===== config.mk =====
export PLATFORM = sky130hd
export DESIGN_NAME = float_pcm_frame_ring_writer_core
export DESIGN_NICKNAME = d
export VERILOG_FILES = /design/src/rtl/fpfrw_pkg.sv /design/src/rtl/fpfrw_lane.sv /design/src/rtl/fpfrw_ctrl.sv /design/src/rtl/float_pcm_frame_ring_writer_core.sv
export VERILOG_INCLUDE_DIRS = /design/src /design/src/rtl
export SDC_FILE = /design/constraint.sdc
export NUM_CORES = 2
export LEC_CHECK = 0
export BUFFER_PORTS_ARGS = -buffer_cell sky130_fd_sc_hd__buf_2
export CAP_MARGIN = 15
export CORE_MARGIN = 4
export CORE_UTILIZATION = 40
export CTS_CLUSTER_DIAMETER = 100
export DETAILED_ROUTE_END_ITERATION = 16
export GPL_TIMING_DRIVEN = 1
export PLACE_DENSITY = 0.63
export RECOVER_POWER = 100
export SLEW_MARGIN = 15
export SYNTH_ARGS = -nofsm -noshare
export SYNTH_HDL_FRONTEND = slang
export SYNTH_SLANG_ARGS = --single-unit

===== constraint.sdc =====
create_clock -name i_clk -period 11.09 [get_ports i_clk]
set_input_delay 1.6635 -clock i_clk [delete_from_list [all_inputs] [get_ports i_clk]]
set_output_delay 1.6635 -clock i_clk [all_outputs]
set_load 0.1 [all_outputs]

===== src/rtl/float_pcm_frame_ring_writer_core_macros.svh =====
// assertion macros for the frame ring writer rtl
// no dependencies; taken in by fpfrw_ctrl, which carries concurrent checks
`ifndef FLOAT_PCM_FRAME_RING_WRITER_CORE_MACROS_SVH
`define FLOAT_PCM_FRAME_RING_WRITER_CORE_MACROS_SVH

// same-cycle implication, disabled while reset is low
`define FPFRW_ASSERT_IMPL(lbl, clk, rst_n, ante, cons, msg) \
    lbl: assert property (@(posedge clk) disable iff (!(rst_n)) (ante) |-> (cons)) \
        else $error(msg);

// next-cycle implication, disabled while reset is low
`define FPFRW_ASSERT_NEXT(lbl, clk, rst_n, ante, cons, msg) \
    lbl: assert property (@(posedge clk) disable iff (!(rst_n)) (ante) |=> (cons)) \
        else $error(msg);

`endif


===== src/rtl/fpfrw_pkg.sv =====
// shared types, codes and constants of the float to pcm frame ring writer
// no dependencies; used by every module of the block
`timescale 1ns / 1ps

package fpfrw_pkg;

    // field and bus widths
    localparam int SAMPLE_W    = 32;
    localparam int FRAME_IDX_W = 10;
    localparam int IN_DATA_W   = 64;   // two samples
    localparam int OUT_DATA_W  = 80;   // 74 bits of fields, zero filled to bytes
    localparam int NUM_LANES   = 2;
    localparam int CFG_IDX_W   = 1;
    localparam int CFG_DATA_W  = 2;
    localparam int PROD_W      = 47;   // 24-bit significand times 23-bit scale
    localparam int Q_W         = 25;   // rounded significand incl. carry

    // parameter defaults
    localparam int RING_FRAMES_DEF = 1024;
    localparam int CHANNELS_DEF    = 2;

    // sample format codes
    localparam logic [1:0] FMT_PCM16 = 2'd0;
    localparam logic [1:0] FMT_PCM24 = 2'd1;
    localparam logic [1:0] FMT_FLOAT = 2'd2;

    // register indexes
    localparam logic [CFG_IDX_W-1:0] REG_SAMPLE_FORMAT   = 1'd0;
    localparam logic [CFG_IDX_W-1:0] REG_ACTIVE_CHANNELS = 1'd1;

    // pcm scale factors
    localparam logic [22:0] SCALE_PCM16 = 23'd32767;
    localparam logic [22:0] SCALE_PCM24 = 23'd8388607;

    // float constants
    localparam logic [30:0] FLT_INF_MAG = 31'h7F800000;
    localparam logic [30:0] FLT_ONE_MAG = 31'h3F800000;
    localparam logic [7:0]  FLT_EXP_MAX = 8'hFF;
    localparam logic [8:0]  EXP_BIAS_SH = 9'd150;

    // stage load enables of the lane pipeline
    typedef struct packed {
        logic s1;
        logic s2;
        logic s3;
    } t_pipe_en;

endpackage


===== src/rtl/fpfrw_lane.sv =====
// one conversion lane: clamp, scale, float rounding, integer rounding
// depends on fpfrw_pkg; instantiated once per channel by the top level
`timescale 1ns / 1ps

module fpfrw_lane (
    input  logic                         i_clk,
    input  logic [1:0]                   i_fmt,
    input  fpfrw_pkg::t_pipe_en          i_en,
    input  logic [fpfrw_pkg::SAMPLE_W-1:0] i_sample,
    output logic [fpfrw_pkg::SAMPLE_W-1:0] o_word
);

    // stage 1 registers
    logic [31:0]                     r1_bits;
    logic [fpfrw_pkg::PROD_W-1:0]    r1_prod;
    logic [7:0]                      r1_ex;
    logic                            r1_kill;
    // stage 2 registers
    logic [31:0]                     r2_bits;
    logic [fpfrw_pkg::Q_W-1:0]       r2_q;
    logic [4:0]                      r2_sh;
    logic                            r2_kill;
    // stage 3 register
    logic [31:0]                     r3_word;

    logic [31:0]                     clamped;
    logic [23:0]                     sig;
    logic [22:0]                     scale;
    logic [fpfrw_pkg::PROD_W-1:0]    prod;
    logic [23:0]                     q24;
    logic                            g2;
    logic                            st2;
    logic [4:0]                      s2;
    logic [8:0]                      sh9;
    logic [fpfrw_pkg::Q_W-1:0]       q25;
    logic [fpfrw_pkg::Q_W-1:0]       q_sh;
    logic [fpfrw_pkg::Q_W-1:0]       lo_mask;
    logic [4:0]                      sh_m1;
    logic                            g3;
    logic                            st3;
    logic [fpfrw_pkg::Q_W-1:0]       mag;
    logic [31:0]                     signed_word;
    logic [31:0]                     n3_word;

    // clamp to [-1, 1], nan kept, then scale the significand
    always_comb begin
        if (i_sample[30:0] > fpfrw_pkg::FLT_INF_MAG) begin
            clamped = i_sample;
        end else if (i_sample[30:0] > fpfrw_pkg::FLT_ONE_MAG) begin
            clamped = {i_sample[31], fpfrw_pkg::FLT_ONE_MAG};
        end else begin
            clamped = i_sample;
        end
        sig   = {1'b1, clamped[22:0]};
        scale = (i_fmt == fpfrw_pkg::FMT_PCM24) ? fpfrw_pkg::SCALE_PCM24
                                                : fpfrw_pkg::SCALE_PCM16;
        prod  = sig * scale;
    end

    // zero, subnormal and nan all encode as zero
    always_ff @(posedge i_clk) begin
        if (i_en.s1) begin
            r1_bits <= clamped;
            r1_prod <= prod;
            r1_ex   <= clamped[30:23];
            r1_kill <= (clamped[30:23] == 8'd0) || (clamped[30:23] == fpfrw_pkg::FLT_EXP_MAX);
        end
    end

    // round the product to 24 significant bits; its length is one of two per format
    always_comb begin
        case ({i_fmt == fpfrw_pkg::FMT_PCM24, r1_prod[46], r1_prod[38]})
            3'b110, 3'b111: begin
                q24 = r1_prod[46:23]; g2 = r1_prod[22]; st2 = |r1_prod[21:0]; s2 = 5'd23;
            end
            3'b100, 3'b101: begin
                q24 = r1_prod[45:22]; g2 = r1_prod[21]; st2 = |r1_prod[20:0]; s2 = 5'd22;
            end
            3'b001, 3'b011: begin
                q24 = r1_prod[38:15]; g2 = r1_prod[14]; st2 = |r1_prod[13:0]; s2 = 5'd15;
            end
            default: begin
                q24 = r1_prod[37:14]; g2 = r1_prod[13]; st2 = |r1_prod[12:0]; s2 = 5'd14;
            end
        endcase
        q25 = {1'b0, q24} + fpfrw_pkg::Q_W'(g2 && (st2 || q24[0]));
        sh9 = fpfrw_pkg::EXP_BIAS_SH - {1'b0, r1_ex} - {4'd0, s2};
    end

    always_ff @(posedge i_clk) begin
        if (i_en.s2) begin
            r2_bits <= r1_bits;
            r2_q    <= q25;
            r2_sh   <= sh9[4:0];
            r2_kill <= r1_kill || (sh9 > 9'd24);
        end
    end

    // round to integer, apply sign, fit to the output format
    always_comb begin
        sh_m1   = r2_sh - 5'd1;
        q_sh    = r2_q >> r2_sh;
        g3      = (r2_sh != 5'd0) && r2_q[sh_m1];
        lo_mask = (fpfrw_pkg::Q_W'(1) << sh_m1) - fpfrw_pkg::Q_W'(1);
        st3     = (r2_sh > 5'd1) && (|(r2_q & lo_mask));
        mag     = q_sh + fpfrw_pkg::Q_W'(g3 && (st3 || q_sh[0]));
        if (r2_kill) begin
            signed_word = 32'd0;
        end else if (r2_bits[31]) begin
            signed_word = 32'd0 - {7'd0, mag};
        end else begin
            signed_word = {7'd0, mag};
        end
        case (i_fmt)
            fpfrw_pkg::FMT_PCM16: n3_word = {16'd0, signed_word[15:0]};
            fpfrw_pkg::FMT_PCM24: n3_word = {8'd0, signed_word[23:0]};
            default:              n3_word = r2_bits;
        endcase
    end

    always_ff @(posedge i_clk) begin
        if (i_en.s3) begin
            r3_word <= n3_word;
        end
    end

    assign o_word = r3_word;

endmodule


===== src/rtl/fpfrw_ctrl.sv =====
// pipeline control: stage valids, stall chain, ring write counter, sideband
// depends on fpfrw_pkg and the assertion macro header
`timescale 1ns / 1ps
`include "float_pcm_frame_ring_writer_core_macros.svh"

module fpfrw_ctrl #(
    parameter int RING_FRAMES = fpfrw_pkg::RING_FRAMES_DEF
) (
    input  logic                            i_clk,
    input  logic                            i_rst_n,
    input  logic                            i_in_valid,
    input  logic                            i_in_last,
    input  logic                            i_out_ready,
    output logic                            o_in_ready,
    output logic                            o_out_valid,
    output fpfrw_pkg::t_pipe_en             o_en,
    output logic [fpfrw_pkg::FRAME_IDX_W-1:0] o_frame_index,
    output logic                            o_last
);

    localparam int WPOS_W = (RING_FRAMES > 1) ? $clog2(RING_FRAMES) : 1;
    localparam logic [WPOS_W-1:0] WPOS_LAST = WPOS_W'(RING_FRAMES - 1);

    logic              r_v1, r_v2, r_v3;
    logic [WPOS_W-1:0] r_wpos;
    logic [fpfrw_pkg::FRAME_IDX_W-1:0] r1_idx, r2_idx, r3_idx;
    logic              r1_last, r2_last, r3_last;
    logic              en1, en2, en3;
    logic              accept;
    logic [WPOS_W-1:0] n_wpos;

    // a stage loads when it is empty or the next one loads
    assign en3    = !r_v3 || i_out_ready;
    assign en2    = !r_v2 || en3;
    assign en1    = !r_v1 || en2;
    assign accept = i_in_valid && o_in_ready;
    assign n_wpos = (r_wpos == WPOS_LAST) ? '0 : r_wpos + WPOS_W'(1);

    // stage valids and ring position
    always_ff @(posedge i_clk) begin
        if (!i_rst_n) begin
            r_v1   <= 1'b0;
            r_v2   <= 1'b0;
            r_v3   <= 1'b0;
            r_wpos <= '0;
        end else begin
            if (en1) r_v1 <= i_in_valid;
            if (en2) r_v2 <= r_v1;
            if (en3) r_v3 <= r_v2;
            if (accept) r_wpos <= n_wpos;
        end
    end

    // slot index and end-of-block flag ride along with the item
    always_ff @(posedge i_clk) begin
        if (en1) begin
            r1_idx  <= fpfrw_pkg::FRAME_IDX_W'(r_wpos);
            r1_last <= i_in_last;
        end
        if (en2) begin
            r2_idx  <= r1_idx;
            r2_last <= r1_last;
        end
        if (en3) begin
            r3_idx  <= r2_idx;
            r3_last <= r2_last;
        end
    end

    assign o_in_ready    = en1 && i_rst_n;
    assign o_out_valid   = r_v3;
    assign o_en          = '{s1: en1, s2: en2, s3: en3};
    assign o_frame_index = r3_idx;
    assign o_last        = r3_last;

    // checks
    `FPFRW_ASSERT_NEXT(a_accept_fills, i_clk, i_rst_n, accept, r_v1, "accepted item not in stage 1")
    `FPFRW_ASSERT_NEXT(a_wpos_step, i_clk, i_rst_n, accept, r_wpos == (($past(r_wpos) == WPOS_LAST) ? '0 : $past(r_wpos) + WPOS_W'(1)), "ring position did not advance")
    `FPFRW_ASSERT_NEXT(a_wpos_hold, i_clk, i_rst_n, !accept, $stable(r_wpos), "ring position moved without an item")
    `FPFRW_ASSERT_IMPL(a_full_stall, i_clk, i_rst_n, r_v1 && r_v2 && r_v3 && !i_out_ready, !o_in_ready, "item taken into a full pipeline")
    `FPFRW_ASSERT_NEXT(a_stage_shift, i_clk, i_rst_n, r_v2 && en3, r_v3, "stage 2 item lost on transfer")

endmodule


===== src/rtl/float_pcm_frame_ring_writer_core.sv =====
// top level of the float to pcm frame ring writer
// depends on fpfrw_pkg, fpfrw_ctrl and fpfrw_lane
`timescale 1ns / 1ps

// Converts one frame of two single-precision samples per item into 16-bit
// pcm, 24-bit pcm or clamped float words and tags it with its ring slot.
// One frame is taken every clock while the pipeline is not stalled; it passes
// through the multiplier stage, float rounding stage and integer rounding stage,
// the last being the output register. The pipeline only stops when all three
// stages are full and the output is held. Channels at or past the active count
// copy channel 0, or are zero with no channel active.
// The ring slot counts frames modulo RING_FRAMES; its low ten bits are sent.
// Write the configuration only while no frame is in flight.

module float_pcm_frame_ring_writer_core #(
    parameter int RING_FRAMES = fpfrw_pkg::RING_FRAMES_DEF,
    parameter int CHANNELS    = fpfrw_pkg::CHANNELS_DEF
) (
    input  logic                              i_clk,
    input  logic                              i_rst_n,
    // configuration write channel
    input  logic                              i_cfg_valid,
    output logic                              o_cfg_ready,
    input  logic [fpfrw_pkg::CFG_IDX_W-1:0]   i_cfg_index,
    input  logic [fpfrw_pkg::CFG_DATA_W-1:0]  i_cfg_data,
    // input frames
    input  logic                              i_s_axis_tvalid,
    output logic                              o_s_axis_tready,
    input  logic [fpfrw_pkg::IN_DATA_W-1:0]   i_s_axis_tdata,  // sample_0, sample_1
    input  logic                              i_s_axis_tlast,  // last_frame
    // result frames
    output logic                              o_m_axis_tvalid,
    input  logic                              i_m_axis_tready,
    output logic [fpfrw_pkg::OUT_DATA_W-1:0]  o_m_axis_tdata,  // frame_index, word_0, word_1, zero fill
    output logic                              o_m_axis_tlast   // notify_reader
);

    logic [1:0]                  r_sample_format;
    logic [1:0]                  r_active_channels;
    fpfrw_pkg::t_pipe_en         pipe_en;
    logic [fpfrw_pkg::FRAME_IDX_W-1:0] frame_index;
    logic [1:0]                  ch_eff;
    logic [fpfrw_pkg::SAMPLE_W-1:0] src    [fpfrw_pkg::NUM_LANES];
    logic [fpfrw_pkg::SAMPLE_W-1:0] lane_w [fpfrw_pkg::NUM_LANES];

    // configuration registers
    assign o_cfg_ready = i_rst_n;

    always_ff @(posedge i_clk) begin
        if (!i_rst_n) begin
            r_sample_format   <= fpfrw_pkg::FMT_FLOAT;
            r_active_channels <= 2'd2;
        end else if (i_cfg_valid) begin
            unique case (i_cfg_index)
                fpfrw_pkg::REG_SAMPLE_FORMAT:   r_sample_format   <= i_cfg_data;
                fpfrw_pkg::REG_ACTIVE_CHANNELS: r_active_channels <= i_cfg_data;
                default: ;
            endcase
        end
    end

    // active channel count limited to the lanes built
    always_comb begin
        if (32'(r_active_channels) < CHANNELS) begin
            ch_eff = r_active_channels;
        end else begin
            ch_eff = 2'(CHANNELS);
        end
    end

    // handshake and frame bookkeeping
    fpfrw_ctrl #(
        .RING_FRAMES (RING_FRAMES)
    ) u_ctrl (
        .i_clk         (i_clk),
        .i_rst_n       (i_rst_n),
        .i_in_valid    (i_s_axis_tvalid),
        .i_in_last     (i_s_axis_tlast),
        .i_out_ready   (i_m_axis_tready),
        .o_in_ready    (o_s_axis_tready),
        .o_out_valid   (o_m_axis_tvalid),
        .o_en          (pipe_en),
        .o_frame_index (frame_index),
        .o_last        (o_m_axis_tlast)
    );

    // per channel source pick and conversion lane
    for (genvar c = 0; c < fpfrw_pkg::NUM_LANES; c++) begin : g_lane
        if (c < CHANNELS) begin : g_on
            always_comb begin
                if (2'(c) < ch_eff) begin
                    src[c] = i_s_axis_tdata[c*fpfrw_pkg::SAMPLE_W +: fpfrw_pkg::SAMPLE_W];
                end else if (ch_eff != 2'd0) begin
                    src[c] = i_s_axis_tdata[fpfrw_pkg::SAMPLE_W-1:0];
                end else begin
                    src[c] = '0;
                end
            end

            fpfrw_lane u_lane (
                .i_clk    (i_clk),
                .i_fmt    (r_sample_format),
                .i_en     (pipe_en),
                .i_sample (src[c]),
                .o_word   (lane_w[c])
            );
        end else begin : g_off
            assign src[c]    = '0;
            assign lane_w[c] = '0;
        end
    end

    // merge slot index and lane words into the result item
    assign o_m_axis_tdata = {6'd0, lane_w[1], lane_w[0], frame_index};

endmodule

==> flow_summary_export.csv <==
group,metric,value,unit
timing,hold_viol_final,0,
drt,post_drt_via_cell_ratio,5.36,
synthesis,yosys_most_used_dff,"edfxtp_1",
drt,dr.pass1.iters,6,
clock_network,post_cts_resize_count,0,
synthesis,netlist-cell-type-count,114,
clock_network,worst_skew_pair.late_latency,0.58,ns
global_routing,grt_max_degree,76,
hold_path,holdCritStartpoint,"g_lane[1].g_on.u_lane.r1_bits[3]",
layout,final_core_util,44.1,%
synthesis,synthesis.area,50700,um2
worst_setup_path,worst_ep_required,11.41,ns
clock_network,clk_transition_reported_paths,0.06,ns
timing,grt_setup_unrepaired,"false",
worst_setup_path,path_buf_inv,11,
timing,worst_slew_pin_slew,3.90,ns
drt,route.detailed.wl_per_inst,21.4,um
clock_network,cts_sinks,398,
synthesis,synth_largest_type_area_fraction,28.7,%
worst_setup_path,cp_top_family,"adder cells",
drt,detail_route.drc_violations,0,
clock_network,ctsRootBufferMaster,"clkbuf_16",
worst_setup_path,worst-setup-path-type,"primary input to flip-flop",
global_routing,overflow,0,
synthesis,post-synth-top-count-cell,"inv_1",
floorplan,die_y,364,um
worst_setup_path,critical_path.startpoint_type,"primary input",
worst_setup_path,data_arrival_time_at_the_worst_slack_endpoint,10.94,ns
timing,finalCriticalPeriod,10.62,ns
floorplan,dieArea,132000,um2
timing,slew_headroom,-160,%
hold_path,holdPathEnd,"g_lane[1].g_on.u_lane.r2_bits[3]",
synthesis,synth_compound_area_share,10.2,%
place,finalWeightedCongestion,1.02,
run,max_cap_violations,10,
synthesis,yosys-mux-area-fraction,5.48,%
worst_setup_path,r2r_slack,0.67,ns
worst_setup_path,crit-reg2reg-launch,"r_active_channels[0]",
synthesis,synth-edff-count,381,
synthesis,synth.cells.most_frequent,"inv_1, fa_1, edfxtp_1",
floorplan,io-pin-count,157,
timing,clock_skew,0.0322,ns
worst_setup_path,slowest_stage,"clkbuf_1",
synthesis,async_flop_share,0,%
synthesis,syn-instance-count,4878,
floorplan,core_area,126000,um2
clock_network,clock_tree_from_tritoncts,"yes",
worst_setup_path,worstSetupEndpointType,"flip-flop",
worst_setup_path,ff2ff_path_depth,40,
global_routing,number_of_global_route_vias_before_repair,37088,
drt,number_of_vias_after_detailed_routing,36449,
hold_path,timing.hold.worst_path_depth,0,
synthesis,synth.largest_area_cell,"fa_1",
synthesis,synth.top_cells.by_area,"fa_1, edfxtp_1, ha_1",
worst_setup_path,timing.rr.end,"g_lane[1].g_on.u_lane.r1_prod[46]",
layout,p_r_area_growth_vs_syn,9.39,%
run_status,failed_checks,"max-capacitance violations, max-slew violations",
timing,accumulated_negative_setup_slack,0,ns
synthesis,yosys.area_share.simple,10.2,%
drt,detail-route-antenna-nets,0,
global_routing,grt.total_usage,22.0,%
drt,detailedRoute.firstIterationViolations,3118,
timing,fin_crit_sh,95.7,%
layout,fillCellCount,12041,
synthesis,yosysWarningCount,0,
floorplan,rows,130,
synthesis,synthesized_area_per_cell,10.4,um2
clock_network,cts_hold_repair.buffers,0,
place,placedCellCount,6719,
layout,drive_gt1_share,8.51,%
clock_network,cts_buffer_depth,3,
clock_network,h-tree-depth,2,
run_status,status,"finished with violations",
floorplan,die_width,364,um
global_routing,grt_pass1_wl,224000,um
synthesis,synth_seq_cells,398,
synthesis,synth_xor_xnor_area_share,4.54,%
floorplan,initial_utilization,40.3,%
timing,fmax,94.2,MHz
clock_network,cts-buffers-inserted,43,
synthesis,synth_top_family_by_area,"adder cells",
hold_path,worst_hold_path_type,"flip-flop to flip-flop",
synthesis,seq_area_frac_synth,23.2,%
place,numPortBuffers,150,
clock_network,post-cts-setup-buffer-count,0,
synthesis,synth_adder_area_share,37.7,%
global_routing,number_of_antenna_violations_at_the_first_check_in_global_routing,16,
layout,design.final.nets,6277,
worst_setup_path,slowest_delay,0.64,ns
worst_setup_path,crit_path_max_fanout,13,
timing,report.final.slew_viol_count,497,
layout,layout.cells.non_filler,6801,
timing,setup-violations-final,0,
drt,route.final.wire_length,146000,um
place,hpwl,123000,um
layer usage:
| metal | vias up | track usage [%] | part of all wire, % |
|---|---|---|---|
| li1 | 16780 | - | - |
| met1 | 18165 | 33.3 | 47 |
| met2 | 1321 | 31.7 | 41 |
| met3 | 173 | 5.34 | 9.3 |
| met4 | 10 | 5.20 | 2.5 |
| met5 | - | 0 | 0.040 |
stage by stage:
step / setup slack, ns / hold WS (ns) / instance area [um2]
finish: 0.474 / 0.408 / 55400
detailed placement: 0.184 / 0.405 / 54300
global route: 0.0472 / 0.409 / 55400
CTS: 0.754 / 0.402 / 55800
floorplan: 0.491 / 0.400 / 50700
global placement: 0.233 / 0.401 / 54300
flip-flops by register name, indices dropped and copies added, names as in the netlist:
signal and cells:
g_lane.g_on.u_lane.r1_prod 94, g_lane.g_on.u_lane.o_word 64, g_lane.g_on.u_lane.r2_bits 64, g_lane.g_on.u_lane.r1_bits 55, g_lane.g_on.u_lane.r2_q 50, g_lane.g_on.u_lane.r2_sh 10, u_ctrl.o_frame_index 10, u_ctrl.r1_idx 10
u_ctrl.r2_idx 10, u_ctrl.r_wpos 10, g_lane.g_on.u_lane.r1_ex 7, g_lane.g_on.u_lane.r1_kill 2, g_lane.g_on.u_lane.r2_kill 2, r_active_channels 2, r_sample_format 2, u_ctrl.o_last 1
u_ctrl.o_out_valid 1, u_ctrl.r1_last 1, u_ctrl.r2_last 1, u_ctrl.r_v1 1, u_ctrl.r_v2 1
layout make-up:
class	instances	area, um2	area share, %
timing repair buffer	353	2010	3.63
sequential	398	11800	21.3
clock buffer	47	1140	2.06
tap	1650	2060	3.72
multi-input combinational	3362	34500	62.2
inverter	956	3590	6.48
clock inverter	30	355	0.641
antenna	5	12.5	0.0226
how the worst max path moves through the flow:
stage	from	end	slack [ns]	cells past startpoint
after global placement	i_s_axis_tdata[5]	g_lane[0].g_on.u_lane.r1_prod[45]	0.23	36
after global routing	i_s_axis_tdata[30]	g_lane[1].g_on.u_lane.r1_prod[43]	0.05	34
after floorplan	i_s_axis_tdata[10]	g_lane[0].g_on.u_lane.r1_prod[45]	0.49	35
final	i_s_axis_tdata[30]	g_lane[1].g_on.u_lane.r1_prod[46]	0.47	35
after detailed placement	i_s_axis_tdata[5]	g_lane[0].g_on.u_lane.r1_prod[45]	0.18	36
after CTS	i_s_axis_tdata[5]	g_lane[0].g_on.u_lane.r1_prod[45]	0.75	36
kinds of logic (layout without fill, tap and decap cells):
kind of cell | count (synthesis) | in the layout
buffers and inverters | 1123 | 1386
adders and majority gates | 1091 | 1091
and+or+nand+nor | 1053 | 1053
AOI/OAI and AO/OA | 760 | 760
DFF | 398 | 398
xor gates and xnor gates | 262 | 262
muxes | 190 | 190
other | 1 | 11
worst register-to-register path: cells and delay by family (launching register included):
kind                     cells  cell delay, ns
adder cells (fa/ha/maj)      8            3.35
buffers and inverters       12            2.29
AO/OA/AOI/OAI               10            2.08
AND/OR/NAND/NOR              8            1.82
XOR/XNOR                     2            0.31
flip-flops                   1            0.30
cell usage in the layout (no fill, tap or decap), types with 27 or more instances in the layout:
master | Yosys | layout
a21oi_1 | 203 | 203
nand4_1 | 33 | 33
a21o_1 | 55 | 55
edfxtp_1 | 381 | 381
a31oi_1 | 27 | 27
fa_1 | 726 | 726
inv_1 | 953 | 952
nand3_1 | 72 | 72
ha_1 | 364 | 364
o31ai_1 | 26 | 28
buf_2 | 19 | 71
nand2b_1 | 44 | 43
xor2_1 | 89 | 88
clkbuf_1 | 92 | 131
nand2_1 | 310 | 311
a211oi_1 | 50 | 51
nor2_1 | 238 | 237
xnor2_1 | 172 | 172
mux2i_1 | 95 | 95
nor2b_1 | 71 | 70
mux4_2 | 62 | 62
mux2_2 | 29 | 29
clkbuf_16 | 0 | 45
buf_4 | 19 | 148
and3_1 | 38 | 38
o21ai_0 | 131 | 134
nor3_1 | 70 | 70
nor4_1 | 31 | 32
Power is left out: the tool's default activity adds up to more than one toggle a clock period on the data nets, which glitch-free logic cannot reach.
